<file path="src/rtl/ila_pkg.sv">
// shared types and constants for the indexed list block
// field widths, command and status codes, controller/datapath bundles
// no dependencies
package ila_pkg;

    localparam int CMD_W  = 3;
    localparam int POS_W  = 7;
    localparam int DATA_W = 32;
    localparam int STAT_W = 2;
    localparam int CNT_W  = 7;

    typedef enum logic [CMD_W-1:0] {
        CMD_PUSH   = 3'd0,
        CMD_POP    = 3'd1,
        CMD_INSERT = 3'd2,
        CMD_DELETE = 3'd3,
        CMD_UPDATE = 3'd4,
        CMD_READ   = 3'd5
    } cmd_t;

    typedef enum logic [STAT_W-1:0] {
        ST_OK   = 2'd0,
        ST_BAD  = 2'd1,
        ST_FULL = 2'd2
    } status_t;

    // controller to datapath
    typedef struct packed {
        logic load;
        logic wr_tail;
        logic wr_pos;
        logic wr_pos_inc;
        logic rd_tail;
        logic rd_pos;
        logic ins_start;
        logic del_start;
        logic shift_step;
        logic cap_dout;
        logic cnt_dec;
        logic rsp_load;
    } ctrl_cmd_t;

    // datapath to controller
    typedef struct packed {
        logic [CMD_W-1:0] op;
        logic             ok;
        logic             append;
        logic             del_last;
        logic             last_move;
        logic             rsp_free;
    } dp_stat_t;

endpackage

</file>
<file path="src/rtl/ila_if.sv">
// valid/ready channel interfaces for the indexed list block
// request channel carries a command, response channel carries its result
// depends on ila_pkg
interface ila_req_if;
    import ila_pkg::*;

    logic              valid;
    logic              ready;
    logic [CMD_W-1:0]  cmd;
    logic [POS_W-1:0]  position;
    logic [DATA_W-1:0] data_in;

    modport source (output valid, output cmd, output position, output data_in, input ready);
    modport sink   (input valid, input cmd, input position, input data_in, output ready);
endinterface

interface ila_rsp_if;
    import ila_pkg::*;

    logic              valid;
    logic              ready;
    logic [DATA_W-1:0] data_out;
    logic [STAT_W-1:0] status;
    logic [CNT_W-1:0]  count;

    modport source (output valid, output data_out, output status, output count, input ready);
    modport sink   (input valid, input data_out, input status, input count, output ready);
endinterface

</file>
<file path="src/rtl/ila_ram.sv">
// generic simple dual-port ram, one write port and one registered read port
// no dependencies
module ila_ram #(
    parameter int WIDTH = 32,
    parameter int DEPTH = 64
) (
    input  logic                     clk,
    input  logic                     we,
    input  logic [$clog2(DEPTH)-1:0] waddr,
    input  logic [WIDTH-1:0]         wdata,
    input  logic                     re,
    input  logic [$clog2(DEPTH)-1:0] raddr,
    output logic [WIDTH-1:0]         rdata
);
    logic [WIDTH-1:0] mem [DEPTH];
    logic [WIDTH-1:0] rdata_reg;

    always_ff @(posedge clk)
    begin
        if (we)
        begin
            mem[waddr] <= wdata;
        end
        if (re)
        begin
            rdata_reg <= mem[raddr];
        end
    end

    assign rdata = rdata_reg;
endmodule

</file>
<file path="src/rtl/ila_dp.sv">
// datapath of the indexed list: command latch, entry count, shift pointers,
// entry ram and response register
// depends on ila_pkg, ila_if, ila_ram
module ila_dp #(
    parameter int DEPTH     = 64,
    parameter int ELEM_BITS = 32
) (
    input  logic                        clk,
    input  logic                        rst_n,
    input  ila_pkg::ctrl_cmd_t          ctl,
    output ila_pkg::dp_stat_t           sts,
    input  logic [ila_pkg::CMD_W-1:0]   req_cmd,
    input  logic [ila_pkg::POS_W-1:0]   req_position,
    input  logic [ila_pkg::DATA_W-1:0]  req_data_in,
    ila_rsp_if.source                   rsp
);
    import ila_pkg::*;

    localparam int AW   = $clog2(DEPTH);
    localparam int CW   = $clog2(DEPTH + 1);
    localparam int CMPW = (CW > POS_W) ? CW : POS_W;

    logic [CMD_W-1:0]     op_reg;
    logic [POS_W-1:0]     pos_reg;
    logic [ELEM_BITS-1:0] val_reg;
    status_t              st_reg;
    logic [ELEM_BITS-1:0] dout_reg;
    logic [CW-1:0]        cnt_reg, cnt_next;
    logic [AW-1:0]        rd_ptr_reg, rd_ptr_next;
    logic [AW-1:0]        wr_ptr_reg, wr_ptr_next;
    logic [CW-1:0]        mv_reg, mv_next;
    logic                 rsp_valid_reg, rsp_valid_next;
    logic [DATA_W-1:0]    rsp_data_reg;
    status_t              rsp_status_reg;
    logic [CNT_W-1:0]     rsp_count_reg;

    status_t              st_new;
    logic [CMPW-1:0]      req_pos_ext, pos_ext, cnt_ext;
    logic                 is_full;
    logic [CW-1:0]        cnt_m1;
    logic [AW-1:0]        tail_addr, last_addr, pos_addr;
    logic                 more_reads;

    logic                 ram_we, ram_re;
    logic [AW-1:0]        ram_waddr, ram_raddr;
    logic [ELEM_BITS-1:0] ram_wdata, ram_rdata;

    assign req_pos_ext = CMPW'(req_position);
    assign pos_ext     = CMPW'(pos_reg);
    assign cnt_ext     = CMPW'(cnt_reg);
    assign is_full     = (cnt_reg == CW'(DEPTH));
    assign cnt_m1      = cnt_reg - CW'(1);
    assign tail_addr   = cnt_reg[AW-1:0];
    assign last_addr   = cnt_m1[AW-1:0];
    assign pos_addr    = pos_ext[AW-1:0];
    assign more_reads  = (mv_reg > CW'(1));

    // status of the incoming command against the current count
    always_comb
    begin
        st_new = ST_OK;
        case (cmd_t'(req_cmd))
            CMD_PUSH:
            begin
                if (is_full)
                    st_new = ST_FULL;
            end
            CMD_POP:
            begin
                if (cnt_reg == '0)
                    st_new = ST_BAD;
            end
            CMD_INSERT:
            begin
                if (req_pos_ext > cnt_ext)
                    st_new = ST_BAD;
                else if (is_full)
                    st_new = ST_FULL;
            end
            CMD_DELETE, CMD_UPDATE, CMD_READ:
            begin
                if (req_pos_ext >= cnt_ext)
                    st_new = ST_BAD;
            end
            default:
            begin
                st_new = ST_BAD;
            end
        endcase
    end

    // ram port steering
    always_comb
    begin
        ram_we    = 1'b0;
        ram_waddr = tail_addr;
        ram_wdata = val_reg;
        if (ctl.wr_tail)
        begin
            ram_we = 1'b1;
        end
        else if (ctl.wr_pos || ctl.wr_pos_inc)
        begin
            ram_we    = 1'b1;
            ram_waddr = pos_addr;
        end
        else if (ctl.shift_step)
        begin
            ram_we    = 1'b1;
            ram_waddr = wr_ptr_reg;
            ram_wdata = ram_rdata;
        end

        ram_re    = 1'b0;
        ram_raddr = last_addr;
        if (ctl.rd_tail || ctl.ins_start)
        begin
            ram_re = 1'b1;
        end
        else if (ctl.rd_pos)
        begin
            ram_re    = 1'b1;
            ram_raddr = pos_addr;
        end
        else if (ctl.del_start)
        begin
            ram_re    = 1'b1;
            ram_raddr = pos_addr + AW'(1);
        end
        else if (ctl.shift_step && more_reads)
        begin
            ram_re    = 1'b1;
            ram_raddr = rd_ptr_reg;
        end
    end

    // shift pointers: insert walks down, delete walks up
    always_comb
    begin
        rd_ptr_next = rd_ptr_reg;
        wr_ptr_next = wr_ptr_reg;
        mv_next     = mv_reg;
        if (ctl.ins_start)
        begin
            rd_ptr_next = last_addr - AW'(1);
            wr_ptr_next = tail_addr;
            mv_next     = CW'(cnt_ext - pos_ext);
        end
        else if (ctl.del_start)
        begin
            rd_ptr_next = pos_addr + AW'(2);
            wr_ptr_next = pos_addr;
            mv_next     = CW'(cnt_ext - pos_ext - CMPW'(1));
        end
        else if (ctl.shift_step)
        begin
            mv_next = mv_reg - CW'(1);
            if (op_reg == CMD_INSERT)
            begin
                wr_ptr_next = wr_ptr_reg - AW'(1);
                rd_ptr_next = rd_ptr_reg - AW'(1);
            end
            else
            begin
                wr_ptr_next = wr_ptr_reg + AW'(1);
                rd_ptr_next = rd_ptr_reg + AW'(1);
            end
        end
    end

    always_comb
    begin
        cnt_next = cnt_reg;
        if (ctl.wr_tail || ctl.wr_pos_inc)
            cnt_next = cnt_reg + CW'(1);
        else if (ctl.cnt_dec)
            cnt_next = cnt_m1;
    end

    always_comb
    begin
        rsp_valid_next = rsp_valid_reg;
        if (ctl.rsp_load)
            rsp_valid_next = 1'b1;
        else if (rsp.ready)
            rsp_valid_next = 1'b0;
    end

    always_ff @(posedge clk or negedge rst_n)
    begin
        if (!rst_n)
        begin
            cnt_reg       <= '0;
            rsp_valid_reg <= 1'b0;
        end
        else
        begin
            cnt_reg       <= cnt_next;
            rsp_valid_reg <= rsp_valid_next;
        end
    end

    always_ff @(posedge clk)
    begin
        rd_ptr_reg <= rd_ptr_next;
        wr_ptr_reg <= wr_ptr_next;
        mv_reg     <= mv_next;
        if (ctl.load)
        begin
            op_reg   <= req_cmd;
            pos_reg  <= req_position;
            val_reg  <= ELEM_BITS'(req_data_in);
            st_reg   <= st_new;
            dout_reg <= '0;
        end
        else if (ctl.cap_dout)
        begin
            dout_reg <= ram_rdata;
        end
        if (ctl.rsp_load)
        begin
            rsp_data_reg   <= DATA_W'(dout_reg);
            rsp_status_reg <= st_reg;
            rsp_count_reg  <= CNT_W'(cnt_reg);
        end
    end

    ila_ram #(
        .WIDTH (ELEM_BITS),
        .DEPTH (DEPTH)
    ) u_ram (
        .clk   (clk),
        .we    (ram_we),
        .waddr (ram_waddr),
        .wdata (ram_wdata),
        .re    (ram_re),
        .raddr (ram_raddr),
        .rdata (ram_rdata)
    );

    assign sts.op        = op_reg;
    assign sts.ok        = (st_reg == ST_OK);
    assign sts.append    = (pos_ext == cnt_ext);
    assign sts.del_last  = (CMPW'(pos_ext + CMPW'(1)) == cnt_ext);
    assign sts.last_move = (mv_reg == CW'(1));
    assign sts.rsp_free  = !rsp_valid_reg || rsp.ready;

    assign rsp.valid    = rsp_valid_reg;
    assign rsp.data_out = rsp_data_reg;
    assign rsp.status   = rsp_status_reg;
    assign rsp.count    = rsp_count_reg;
endmodule

</file>
<file path="src/rtl/ila_ctrl.sv">
// controller of the indexed list: sequences one command through the datapath
// depends on ila_pkg
module ila_ctrl (
    input  logic               clk,
    input  logic               rst_n,
    input  logic               req_valid,
    output logic               req_ready,
    output ila_pkg::ctrl_cmd_t ctl,
    input  ila_pkg::dp_stat_t  sts
);
    import ila_pkg::*;

    typedef enum logic [5:0] {
        S_IDLE  = 6'b000001,
        S_EXEC  = 6'b000010,
        S_RDATA = 6'b000100,
        S_SHIFT = 6'b001000,
        S_FILL  = 6'b010000,
        S_DONE  = 6'b100000
    } state_t;

    state_t state_reg, state_next;

    always_comb
    begin
        state_next = state_reg;
        ctl        = '0;
        req_ready  = 1'b0;
        case (state_reg)
            S_IDLE:
            begin
                req_ready = 1'b1;
                if (req_valid)
                begin
                    ctl.load   = 1'b1;
                    state_next = S_EXEC;
                end
            end
            S_EXEC:
            begin
                state_next = S_DONE;
                if (sts.ok)
                begin
                    case (cmd_t'(sts.op))
                        CMD_PUSH:
                        begin
                            ctl.wr_tail = 1'b1;
                        end
                        CMD_POP:
                        begin
                            ctl.rd_tail = 1'b1;
                            ctl.cnt_dec = 1'b1;
                            state_next  = S_RDATA;
                        end
                        CMD_INSERT:
                        begin
                            if (sts.append)
                            begin
                                ctl.wr_pos_inc = 1'b1;
                            end
                            else
                            begin
                                ctl.ins_start = 1'b1;
                                state_next    = S_SHIFT;
                            end
                        end
                        CMD_DELETE, CMD_READ:
                        begin
                            ctl.rd_pos = 1'b1;
                            state_next = S_RDATA;
                        end
                        CMD_UPDATE:
                        begin
                            ctl.wr_pos = 1'b1;
                        end
                        default:
                        begin
                            state_next = S_DONE;
                        end
                    endcase
                end
            end
            S_RDATA:
            begin
                ctl.cap_dout = 1'b1;
                state_next   = S_DONE;
                if (sts.op == CMD_DELETE)
                begin
                    if (sts.del_last)
                    begin
                        ctl.cnt_dec = 1'b1;
                    end
                    else
                    begin
                        ctl.del_start = 1'b1;
                        state_next    = S_SHIFT;
                    end
                end
            end
            S_SHIFT:
            begin
                ctl.shift_step = 1'b1;
                if (sts.last_move)
                begin
                    if (sts.op == CMD_INSERT)
                    begin
                        state_next = S_FILL;
                    end
                    else
                    begin
                        ctl.cnt_dec = 1'b1;
                        state_next  = S_DONE;
                    end
                end
            end
            S_FILL:
            begin
                ctl.wr_pos_inc = 1'b1;
                state_next     = S_DONE;
            end
            S_DONE:
            begin
                if (sts.rsp_free)
                begin
                    ctl.rsp_load = 1'b1;
                    state_next   = S_IDLE;
                end
            end
            default:
            begin
                state_next = S_IDLE;
            end
        endcase
    end

    always_ff @(posedge clk or negedge rst_n)
    begin
        if (!rst_n)
            state_reg <= S_IDLE;
        else
            state_reg <= state_next;
    end
endmodule

</file>
<file path="src/rtl/indexed_list_insert_delete.sv">
// Ordered list of up to DEPTH entries of ELEM_BITS held in one ram with a
// registered read port. Each request (push, pop, insert, delete, update,
// read) returns one response with the removed or read entry, a status and
// the new count. Requests are handled one at a time; the response sits in
// an output register so the next request can be taken while it waits.
// Push, update, insert at the end and any rejected command finish without
// moving entries; delete and insert elsewhere move the entries behind the
// position one per cycle through the single ram write port.
// A response that has not been taken holds the next command in its final
// state (S_DONE) until the receiver takes it.
// Entries are not cleared at reset; only the count, the response valid flag
// and the controller state reset.
// depends on ila_pkg, ila_if, ila_ram, ila_dp, ila_ctrl
module indexed_list_insert_delete #(
    parameter int DEPTH     = 64,
    parameter int ELEM_BITS = 32
) (
    input  logic      clk,
    input  logic      rst_n,
    ila_req_if.sink   req,
    ila_rsp_if.source rsp
);
    import ila_pkg::*;

    ctrl_cmd_t ctl;
    dp_stat_t  sts;

    ila_ctrl u_ctrl (
        .clk       (clk),
        .rst_n     (rst_n),
        .req_valid (req.valid),
        .req_ready (req.ready),
        .ctl       (ctl),
        .sts       (sts)
    );

    ila_dp #(
        .DEPTH     (DEPTH),
        .ELEM_BITS (ELEM_BITS)
    ) u_dp (
        .clk          (clk),
        .rst_n        (rst_n),
        .ctl          (ctl),
        .sts          (sts),
        .req_cmd      (req.cmd),
        .req_position (req.position),
        .req_data_in  (req.data_in),
        .rsp          (rsp)
    );

    // one request in flight at a time
    a_single_req: assert property (@(posedge clk) disable iff (!rst_n)
        (req.valid && req.ready) |=> !req.ready)
        else $error("request taken while a command is in flight");

    a_rsp_slot: assert property (@(posedge clk) disable iff (!rst_n)
        ctl.rsp_load |-> sts.rsp_free)
        else $error("response loaded over an untaken response");

    a_one_write: assert property (@(posedge clk) disable iff (!rst_n)
        $onehot0({ctl.wr_tail, ctl.wr_pos, ctl.wr_pos_inc, ctl.shift_step}))
        else $error("conflicting ram writes");

    a_rsp_source: assert property (@(posedge clk) disable iff (!rst_n)
        $rose(rsp.valid) |-> $past(ctl.rsp_load))
        else $error("response valid without a load");
endmodule
</file>
<file path="src/flat_wrapper.sv">
// flat-port wrapper written by rule: the top's interface ports become plain ports
module indexed_list_insert_delete_flat import ila_pkg::*;
#(
    parameter int DEPTH     = 64,
    parameter int ELEM_BITS = 32
)
  (clk, rst_n, req_valid, req_cmd, req_position, req_data_in, req_ready, rsp_valid, rsp_data_out, rsp_status, rsp_count, rsp_ready);
  ila_req_if req_i ();
  ila_rsp_if rsp_i ();
  input  logic clk;
  input  logic rst_n;
  input wire logic [$bits(req_i.valid)-1:0] req_valid;
  input wire logic [$bits(req_i.cmd)-1:0] req_cmd;
  input wire logic [$bits(req_i.position)-1:0] req_position;
  input wire logic [$bits(req_i.data_in)-1:0] req_data_in;
  output wire logic [$bits(req_i.ready)-1:0] req_ready;
  output wire logic [$bits(rsp_i.valid)-1:0] rsp_valid;
  output wire logic [$bits(rsp_i.data_out)-1:0] rsp_data_out;
  output wire logic [$bits(rsp_i.status)-1:0] rsp_status;
  output wire logic [$bits(rsp_i.count)-1:0] rsp_count;
  input wire logic [$bits(rsp_i.ready)-1:0] rsp_ready;
  assign req_i.valid = req_valid;
  assign req_i.cmd = req_cmd;
  assign req_i.position = req_position;
  assign req_i.data_in = req_data_in;
  assign req_ready = req_i.ready;
  assign rsp_valid = rsp_i.valid;
  assign rsp_data_out = rsp_i.data_out;
  assign rsp_status = rsp_i.status;
  assign rsp_count = rsp_i.count;
  assign rsp_i.ready = rsp_ready;
  indexed_list_insert_delete #(.DEPTH(DEPTH), .ELEM_BITS(ELEM_BITS)) u_core (.clk(clk), .rst_n(rst_n), .req(req_i), .rsp(rsp_i));
endmodule
</file>
<file path="config.mk">
export PLATFORM = sky130hd
export DESIGN_NAME = indexed_list_insert_delete_flat
export DESIGN_NICKNAME = d
export VERILOG_FILES = /design/src/rtl/ila_pkg.sv /design/src/rtl/ila_if.sv /design/src/rtl/ila_ram.sv /design/src/rtl/ila_dp.sv /design/src/rtl/ila_ctrl.sv /design/src/rtl/indexed_list_insert_delete.sv /design/src/flat_wrapper.sv
export SDC_FILE = /design/constraint.sdc
export NUM_CORES = 2
export LEC_CHECK = 0
export BUFFER_PORTS_ARGS = -buffer_cell sky130_fd_sc_hd__buf_2
export CAP_MARGIN = 10
export CELL_PAD_IN_SITES_DETAIL_PLACEMENT = 0
export CELL_PAD_IN_SITES_GLOBAL_PLACEMENT = 2
export CORE_MARGIN = 8
export CORE_UTILIZATION = 53
export CTS_BUF_LIST = sky130_fd_sc_hd__clkbuf_4 sky130_fd_sc_hd__clkbuf_8
export CTS_CLUSTER_DIAMETER = 120
export DETAILED_ROUTE_END_ITERATION = 16
export PLACE_DENSITY_LB_ADDON = 0.1
export SLEW_MARGIN = 20
export SYNTH_ARGS = -nofsm -noshare
export SYNTH_HDL_FRONTEND = slang
export SYNTH_HIERARCHICAL = 1
export SYNTH_SLANG_ARGS = --single-unit
</file>
<file path="constraint.sdc">
create_clock -name clk -period 7.1 [get_ports clk]
set_clock_uncertainty 0.15 [all_clocks]
set_input_delay 1.065 -clock clk [delete_from_list [all_inputs] [get_ports clk]]
set_output_delay 1.065 -clock clk [all_outputs]
set_load 0.005 [all_outputs]
</file>
==> key figures <==
Final layout
  • Total Nets Final: 4611
  • Multi-input logic area: 0.01945 sq mm
  • Most common cell after layout, fill and taps aside: edfxtp_1
  • Finished Core Util: 61.01%
  • Finished Layout Cells: 6975
  • Most frequent cells in the layout: edfxtp_1 (2184), mux4_2 (544), clkbuf_8 (383), buf_4 (192), nor2_1 (151)
  • Filler cell count: 11620
  • Max reg flops: 2048
  • Sequential standard cell area: 0.06658 sq mm
  • Share of cells above drive strength 1: 32.71%
  • Most flops, register: u_core/u_dp/u_ram/mem
  • Area Overhead vs Synth: 14.47%

Setup path
  • CP cell instances: ha_1 -> nand2_1 -> a211oi_1 -> a21oi_1 -> a21oi_1 -> nor2_1 -> nand3b_1 -> nor2_2 -> buf_4 -> or3_1 -> o21ai_0 -> a22oi_2 -> buf_12 -> buf_12 -> mux4_2 -> mux2i_1 -> a21oi_1 -> a21oi_1 -> nor2_1
  • Arr. time, crit path: 7.18 ns
  • Critical path's largest stage delay: 0.68 ns
  • Crit Path Max Fanout: 40
  • Critical path's slowest cell: a22oi_2
  • FF-to-FF path depth: 19
  • Critical Path RT: 7.68 ns
  • CP dominant cell by count: a21oi_1
  • Crit start category: register
  • CP Capture Type: register
  • WS Path Type: reg2reg

Clock network
  • TritonCTS Buffers: 370
  • Clock slew at reported path FFs: 0.06 ns
  • CTS sink cnt: 2230
  • Worst skew pair latency: 1.04 ns
  • CTS tree: done
  • Root Buffer Master: clkbuf_8
  • H-tree Lvls: 5
  • CTS max path bufs: 4

STA
  • FMAX: 151.6 MHz
  • Slew Limit Fails: 0
  • Final hold violations: 0
  • Slew margin rel.: 23.21%
  • RSZ-0062 raised after global routing: no
  • Fin crit share: 92.93%
  • Final setup viols: 0
  • Worst-Margin Slew: 1.152 ns
  • Fin crit period: 6.598 ns
  • Setup TNS: 0 ns

Synth
  • Sequential area share after synthesis: 76.91%
  • Main synth FF type: edfxtp_1
  • Syn_nets: 4092
  • Share of flip-flops with an asynchronous set or reset: 0.6278%
  • FF+latch count, synth: 2230
  • Synth Area per Inst: 21.58 sq um
  • Post-Syn Area: 0.08656 sq mm
  • Number of flops mapped to enable cells by yosys: 2184
  • Yosys Warn Count: 6
  • Post-synth cell types: 76
  • Synth Instances: 4011

Route
  • # DRC: 0
  • Top Layer Used: met5
  • Starting DRT DRC Count: 4618
  • Routed vias/inst: 6.250
  • Wire length on met1: 94.08 mm
  • First-pass iteration count of the detailed router: 7
  • Routed wire length: 232.2 mm
  • Met3 WL: 19.83 mm
  • Via count: 43600
  • Detail Route met2 WL: 110.5 mm
  • Drt wl/cell: 33.29 um
  • Antenna-violating nets left: 0

Placement
  • Port bufs: 88
  • Detailed placer's ending HPWL: 133.6 mm
  • Placed cells: 6308
  • Placer Congestion: 0.8167

Die
  • Die W: 420.1 um
  • Cell Rows: 148
  • Core area: 0.1624 sq mm
  • Die Y: 420.1 um
  • Die ar.: 0.1765 sq mm
  • # IOs: 89
  • Initial Util: 53.30%

GRT
  • First-pass GRT wire length: 326.6 mm
  • Antenna violations before repair: 14
  • GRT overflow: 0
  • Total Routing Usage GR: 26.30%
  • Vias in the first global route: 44090
  • Largest net degree at the start of global routing: 65

Worst hold path
  • Hold crit path type: in2reg
  • WHS Path Cells: 1

Power
  • Cell Pwr Density: 417.0 mW/mm^2
  • Pleak: 32.15 nW
  • Maximum vdd drop: 0.0003458 V
  • Tot Pwr: 41.32 mW

Outcome
  • Result of the run: completed

Run
  • Max Cap Viol: 0
cells in the mapped netlist (all sizes together) (5+ instances only):
library cell | count | area, sq um
a21o | 5 | 37.54
buf | 119 | 663.1
nor4 | 6 | 37.54
edfxtp | 2184 | 65580
o221ai | 28 | 245.2
xnor2 | 24 | 210.2
nor2b | 18 | 112.6
or2 | 6 | 37.54
xor2 | 16 | 140.1
nand3b | 10 | 75.07
nor3b | 5 | 47.54
a22oi | 15 | 112.6
nand4 | 7 | 43.79
or3 | 9 | 61.31
o21ai | 27 | 138.9
mux2 | 33 | 371.6
nor2 | 216 | 813.3
nand2b | 18 | 112.6
a311oi | 9 | 85.08
nor3 | 22 | 115.1
nand3 | 21 | 110.1
nand2 | 55 | 206.5
mux4 | 544 | 12250
dfxtp | 32 | 640.6
ha | 32 | 400.4
a31oi | 7 | 43.79
o22ai | 97 | 606.8
and3 | 5 | 31.28
mux2i | 128 | 1281
or3b | 7 | 61.31
a211oi | 9 | 72.57
clkbuf | 94 | 352.8
dfrtp | 13 | 325.3
a21oi | 107 | 535.5
inv | 35 | 131.4
where the power goes:
| group | internal [mW] | total [mW] | switching, mW |
|---|---|---|---|
| clock | 5.89 | 10.8 | 4.94 |
| sequential | 15.4 | 15.5 | 0.162 |
| combinational | 5.98 | 14.9 | 8.97 |
| total | 27.3 | 41.3 | 14.1 |
critical path, delay by kind of cell, from the launching register on:
family	cells	cell delay, ns
buffers and inverters	3	0.85
multiplexers	2	1.02
flip-flops	1	0.57
AND/OR/NAND/NOR	6	1.15
AO/OA/AOI/OAI	7	2.11
adder cells (fa/ha/maj)	1	0.33
layout make-up:
class	count	share of cell area, %
Antenna cell	6	0.01515
Clock buffer	503	6.229
Clock inverter	133	0.7943
Inverter	35	0.1326
Multi-Input combinational cell	1533	19.63
Sequential cell	2230	67.19
Tap cell	2175	2.746
Timing Repair Buffer	360	3.263
what timing repair did:
item	CTS	global route
setup endpoints to repair	0	1
hold buffers	25	0
gates resized for setup	0	1
hold endpoints to repair	38	0
buffers inserted	0	0
cell families after synthesis:
kind of cell    synth area share (%)
compound gates                 2.501
simple gates                   2.261
xor+xnor                      0.4047
fa+ha+maj                     0.5319
flops                          76.91
mux                            16.06
buf+inv                        1.326
metrics by stage:
stage	instance area [sq um]	setup slack, ns	hold slack (ns)
2_1_floorplan	86560	1.150	0.2576
3_3_place_gp	91800	0.2512	0.2694
3_5_place_dp	91840	0.3574	0.2648
4_1_cts	99050	0.2817	0.0002378
5_1_grt	99080	0.1427	0.02718
6_report	99090	0.5018	0.09693
final timing paths:
kind | start | end | slack, ns
worst max-delay path | u_core/u_dp/pos_ext[2]$_DFFE_PP_ | u_core/u_dp/u_ram/rdata[13]$_DFFE_PP_ | 0.50
worst min-delay path | req_data_in[10] | u_core/u_dp/val_reg[10]$_DFFE_PP_ | 0.1
min in group asynchronous | rst_n | u_core/u_dp/cnt_ext[6]$_DFFE_PN0P_ | 0.33
worst max register to register | u_core/u_dp/pos_ext[2]$_DFFE_PP_ | u_core/u_dp/u_ram/rdata[13]$_DFFE_PP_ | 0.50
max in group asynchronous | rst_n | u_core/u_ctrl/state_reg[0]$_DFFE_PN1P_ | 6.15
worst min register to register | u_core/u_dp/dout_reg[30]$_SDFFE_PP0P_ | u_core/u_dp/rsp.data_out[30]$_DFFE_PP_ | 0.28
routing by layer:
layer	global-route usage, %	up-vias
li1	-	17920
met1	36.55	23390
met2	41.32	1882
met3	6.521	397
met4	8.966	8
met5	0	-
No activity file was read; power rests on OpenSTA's default activity.
